===== config.mk =====
export PLATFORM = sky130hd
export DESIGN_NAME = tic_lerp
export DESIGN_NICKNAME = d
export VERILOG_FILES = /design/src/rtl/tic_pkg.sv /design/src/rtl/tic_lerp.sv
export SDC_FILE = /design/constraint.sdc
export NUM_CORES = 2
export LEC_CHECK = 0
export ABC_AREA = 0
export BUFFER_PORTS_ARGS = -buffer_cell sky130_fd_sc_hd__buf_2
export CORE_ASPECT_RATIO = 0.9
export CORE_UTILIZATION = 35
export DETAILED_ROUTE_END_ITERATION = 12
export GPL_ROUTABILITY_DRIVEN = 0
export PLACE_DENSITY = 0.58
export SLEW_MARGIN = 5
export SYNTH_ARGS = -nofsm -noshare
export SYNTH_HDL_FRONTEND = slang
export SYNTH_SLANG_ARGS = --single-unit

===== constraint.sdc =====
create_clock -name i_clk -period 15.45 [get_ports i_clk]
set_input_delay 3.09 -clock i_clk [delete_from_list [all_inputs] [get_ports i_clk]]
set_output_delay 3.09 -clock i_clk [all_outputs]
set_load 0.05 [all_outputs]

===== src/rtl/tic_pkg.sv =====
// ----------------------------------------------------------------------------
// tic_pkg
// Shared widths and register indexes of the trilinear blend with clamp.
// ----------------------------------------------------------------------------
package tic_pkg;

    localparam int VAL_W      = 32;  // signed Q16.16 corner and result values
    localparam int FRAC_IN_W  = 17;  // fraction port width, one is 2^FRAC_BITS
    localparam int CFG_DATA_W = 17;  // widest configuration register
    localparam int CFG_IDX_W  = 1;

    localparam logic [CFG_IDX_W-1:0] CFG_PLANAR_MODE = 1'd0;
    localparam logic [CFG_IDX_W-1:0] CFG_FLOOR_VALUE = 1'd1;

    localparam logic [CFG_DATA_W-1:0] FLOOR_RESET = 17'd1;

endpackage


===== src/rtl/tic_lerp.sv =====
// ----------------------------------------------------------------------------
// tic_lerp
// Three-stage linear blend y = a + round((b - a) * f / 2^FRAC_BITS).
// ----------------------------------------------------------------------------
module tic_lerp #(
    parameter int FRAC_BITS = 16
) (
    input  logic                               i_clk,
    input  logic [2:0]                         i_en,
    input  logic signed [tic_pkg::VAL_W-1:0]   i_a,
    input  logic signed [tic_pkg::VAL_W-1:0]   i_b,
    input  logic [FRAC_BITS:0]                 i_frac,
    output logic signed [tic_pkg::VAL_W-1:0]   o_y
);

    localparam int VW = tic_pkg::VAL_W;
    localparam int PW = VW + FRAC_BITS + 3;
    localparam logic signed [PW-1:0] HALF = PW'(64'd1 << (FRAC_BITS - 1));

    logic signed [VW:0]   r_diff;
    logic signed [VW-1:0] r_a1;
    logic [FRAC_BITS:0]   r_f;
    logic signed [PW-1:0] r_prod;
    logic signed [VW-1:0] r_a2;
    logic signed [VW-1:0] r_y;

    logic signed [PW-1:0] w_rnd;
    logic signed [PW-1:0] w_q;

    // a*(S-f) + b*f + S/2, floored by S, equals a + floor(((b-a)*f + S/2) / S).
    // The blend stays between a and b, so the low word is exact.
    assign w_rnd = r_prod + HALF;
    assign w_q   = w_rnd >>> FRAC_BITS;

    always_ff @(posedge i_clk) begin
        if (i_en[0]) begin
            r_diff <= {i_b[VW-1], i_b} - {i_a[VW-1], i_a};
            r_a1   <= i_a;
            r_f    <= i_frac;
        end
        if (i_en[1]) begin
            r_prod <= r_diff * $signed({1'b0, r_f});
            r_a2   <= r_a1;
        end
        if (i_en[2]) begin
            r_y <= r_a2 + w_q[VW-1:0];
        end
    end

    assign o_y = r_y;

endmodule


# After elaboration in Yosys (flattened, before gate mapping)
# Cells that the tools add are included.
word_totals:
  input_bits: 85
  output_inout_bits: 32
  ff_bits: 194
classes:
  n_addsub: 3
  n_mul: 1
op_table:
  columns: ["operator", "n"]
  rows:
  - ["$add A48 B17 Y48 const B", 1]
  - ["$mul A33 B18 Y48", 1]
  - ["$sub A32 B32 Y33", 1]
  - ["$add A32 B32 Y32", 1]

# Longest topological paths before layout
logic_depth:
  ltp_word: 2
  ltp_mapped: 25

# Worst setup path before layout
# No wires, ideal clock.
synth_path:
  path_kind: "register to register"
  startpoint: "register r_diff[27]"
  endpoint: "register r_prod[46], data pin"
  stages_incl_launch_ff: 22
  synth_period_minus_slack_ps: 6186
  arrival_time_ps: 5923
  setup_slack_ps: 9264
  setup_ps: 262
  path_buffers: 1
  required_time_ps: 15188
  path_cell_list: "edfxtp_1 -> clkbuf_1 -> nand2_1 -> fa_1 -> fa_1 -> fa_1 -> inv_1 -> fa_1 -> fa_1 -> inv_1 -> fa_1 -> inv_1 -> ha_1 -> a21o_1 -> a21o_1 -> a2111oi_0 -> nor2_1 -> a221oi_2 -> nand4_1 -> a31oi_1 -> o21bai_1 -> xor2_1"
synth_via:
  elab_chain_cells: 1
synth_lines:
  columns: ["item", "line_no", "text"]
  rows:
  - ["start, declared", "tic_lerp.sv:20", "logic signed [VW:0] r_diff;"]
  - ["start signal, assigned", "tic_lerp.sv:37", "r_diff <= {i_b[VW-1], i_b} - {i_a[VW-1], i_a};"]
  - ["$mul A33 B18 Y48", "tic_lerp.sv:42", "r_prod <= r_diff * $signed({1'b0, r_f});"]
  - ["end signal, assigned", "tic_lerp.sv:42", null]
  - ["end, declared", "tic_lerp.sv:23", "logic signed [PW-1:0] r_prod;"]
# No other way between the ends.
# A chain may end at the register's enable or synchronous reset.

# Worst setup path after layout
layout_path:
  startpoint: "register r_f[9]"
  endpoint: "register r_prod[40], data pin"
layout_via:
  elab_chain_cells: 1
layout_lines:
  columns: ["item", "line_no", "text"]
  rows:
  - ["start, declared", "tic_lerp.sv:22", "logic [FRAC_BITS:0] r_f;"]
  - ["start signal, assigned", "tic_lerp.sv:39", "r_f <= i_frac;"]
  - ["$mul A33 B18 Y48", "tic_lerp.sv:42", null]
# No other way between the ends.

==> impl_metrics.toml <==
[worst_setup_path]
worst_path_most_repeated_cell = "fa_1"
crit_buf_inv = 5
start_kind = "flip-flop"
max_stage_delay_ns = 1.18
crit_arrival_ns = 7.72
critPathTopFamily = "adder cells"
crit_path_top_delay_cell = "edfxtp_1"
crit_path_cell_trace = "nand2_1, fa_1, inv_1, fa_1, inv_1, fa_1, inv_1, fa_1, fa_1, inv_1, fa_1, inv_1, ha_1, a21o_1, a21o_1, a21oi_1, o21ai_1, o21ai_1, a31oi_1, o41a_1, or4_1, nand4_1"
path_class = "flip-flop to flip-flop"
worstPathRequired_ns = 15.80
worstPathMaxFanout = 33
crit_path_end_kind = "flip-flop"

[clock_tree]
clock-sinks = 179
cts_root_buffer = "clkbuf_16"
postCtsHoldBufs = 0
clockBufferDepth = 2
htree_levels = 4
numCtsBuffers = 17
clkLatencyLatePin_ns = 0.49
post_cts_resized = 0
post_cts_buffers = 0
cts_tree = "built"
cts.clk_slew.worst_paths_ns = 0.09

[synth]
synthCells = 2797
synth-compound-area-share_pct = 6.20
synthAdderAreaFrac_pct = 45.4
synth_commonest_cells = "665 x inv_1, 516 x fa_1, 302 x and2_1, 296 x nand2_1, 179 x edfxtp_1"
synth_area_leaders = "fa_1 38%, edfxtp_1 20%, inv_1 9.1%"
synthArstFlopShare_pct = 0
yosysMostFrequentCell = "inv_1"
yosys.area_share.simple_pct = 14.7
synth_top_area_share_pct = 37.5
synth_top_family_by_area = "adder cells"
yosysWarnings = 0
synth-edff-count = 179
synth-seq-cells = 179
yosysUniqueCellTypes = 65
ys_seq_area_share_pct = 19.5
synth_xor_area_share_pct = 3.75
synth_top_area_cell = "fa_1"
synthFlopType = "edfxtp_1"
syn_area_per_cell_um2 = 9.85
syn-num-nets = 3572
synth_area_um2 = 27500
synth_mux_area_share_pct = 0.114

[timing]
tightest_slew_ns = 1.32
finalHoldViolations = 0
max_slew_margin_pct = 11.7
final.setup.tns_ns = 0
skew_ns = 0.0195
grt_setup_unrepaired = "false"
min_period_over_period_pct = 47.7
setup_viol = 0
finalMaxSlewViolations = 0
holdWs_ns = 0.415
max_freq_ghz = 0.136
finalCriticalPeriod_ns = 7.37

[finish]
fill_cells = 7842
area_growth_pct = 8.31
multi_input_area_um2 = 19300
n_antenna_cell = 0
nNetsFinal = 3637
regArea_um2 = 5380
final_core_util_pct = 38.3
drive_gt1_share_pct = 6.37
finalInstanceArea_um2 = 29800

[global_route]
grt-ovfl-total = 0
grt_pass1_vias = 19025
grt_max_degree = 66
grtUsageTotal_pct = 16.9
grt_pass1_wl_um = 105000
grt_antenna_before_repair = 0

[floorplanning]
die_w_um = 298
pin_count = 117
fp-row-count = 97
initial_core_util_pct = 35.4
fp.coreArea_um2 = 77900
die_h_um = 268
dieArea_um2 = 79800

[outcome]
status = "complete, no violations"

[routing]
vias_per_cell = 4.65
drc = 0
wl_per_cell_um = 16.5
drtAntennaViolNets = 0
firstDrtPassIters = 5
wirelength_um = 64500
drtIter0Drc = 905
route.vias.total = 18184

[run]
maxCapViolations = 0

[hold_path]
hold_class = "flip-flop to flip-flop"

[place]
dpl.hpwl_um = 52900
port-buffer-count = 116
placed_cell_area_um2 = 29200
-- metrics by stage --
stage	setup WS, ns	std cells
floorplan	9.26	2797
global placement	8.21	3882
detailed placement	8.13	3882
CTS	8.10	3914
global route	7.82	3914
finish	8.08	3914
-- layer usage --
layer  vias up  GRT usage [%]  part of all wire [%]
li1       8638              -                     -
met1      9094           25.1                    50
met2       422           26.1                    43
met3        30           2.93                   5.7
met4         0           2.98                  0.89
met5         -              0                     0
-- final timing paths --
path             from         end  slack [ns]  cells after the start
min          r_a1[23]    r_a2[23]        0.42                      0
min reg2reg  r_a1[23]    r_a2[23]        0.42                      0
max reg2reg    r_f[9]  r_prod[40]        8.08                     22
max            r_f[9]  r_prod[40]        8.08                     22
-- layout make-up --
| cell class | count | share of cell area, % |
|---|---|---|
| sequential | 179 | 18.0 |
| inverter | 665 | 8.37 |
| multi-input combinational | 1863 | 64.8 |
| tap | 1039 | 4.36 |
| timing repair buffer | 136 | 2.46 |
| clock inverter | 14 | 0.562 |
| clock buffer | 18 | 1.44 |
-- logic make-up (layout without fill, tap and decap cells) --
group / Yosys count / after routing
simple gates: 803 / 803
buf+inv: 755 / 833
fa+ha+maj: 690 / 690
compound gates: 249 / 249
flops: 179 / 179
xor+xnor: 118 / 118
mux: 3 / 3
-- cell usage in the layout (no fill, tap or decap), types with 13 or more instances in the layout --
master	n
and3_1	13
buf_4	21
buf_2	115
nor3_1	27
clkbuf_16	17
a21oi_1	74
nand3_1	32
ha_1	174
and2_1	302
nor2_1	77
fa_1	516
nand2_1	296
o21ai_1	18
xnor2_1	86
a21o_1	44
xor2_1	32
o21a_1	20
inv_1	665
o21ai_0	17
edfxtp_1	179
-- sequential cells by signal, indices dropped and copies added (netlist names) --
register and count:
r_prod 33, r_a1 32, o_y 32, r_diff 33, r_f 17, r_a2 32
Power is not shown: default switching activity piles up to over one toggle a cycle in this logic, so the estimate is an artifact.
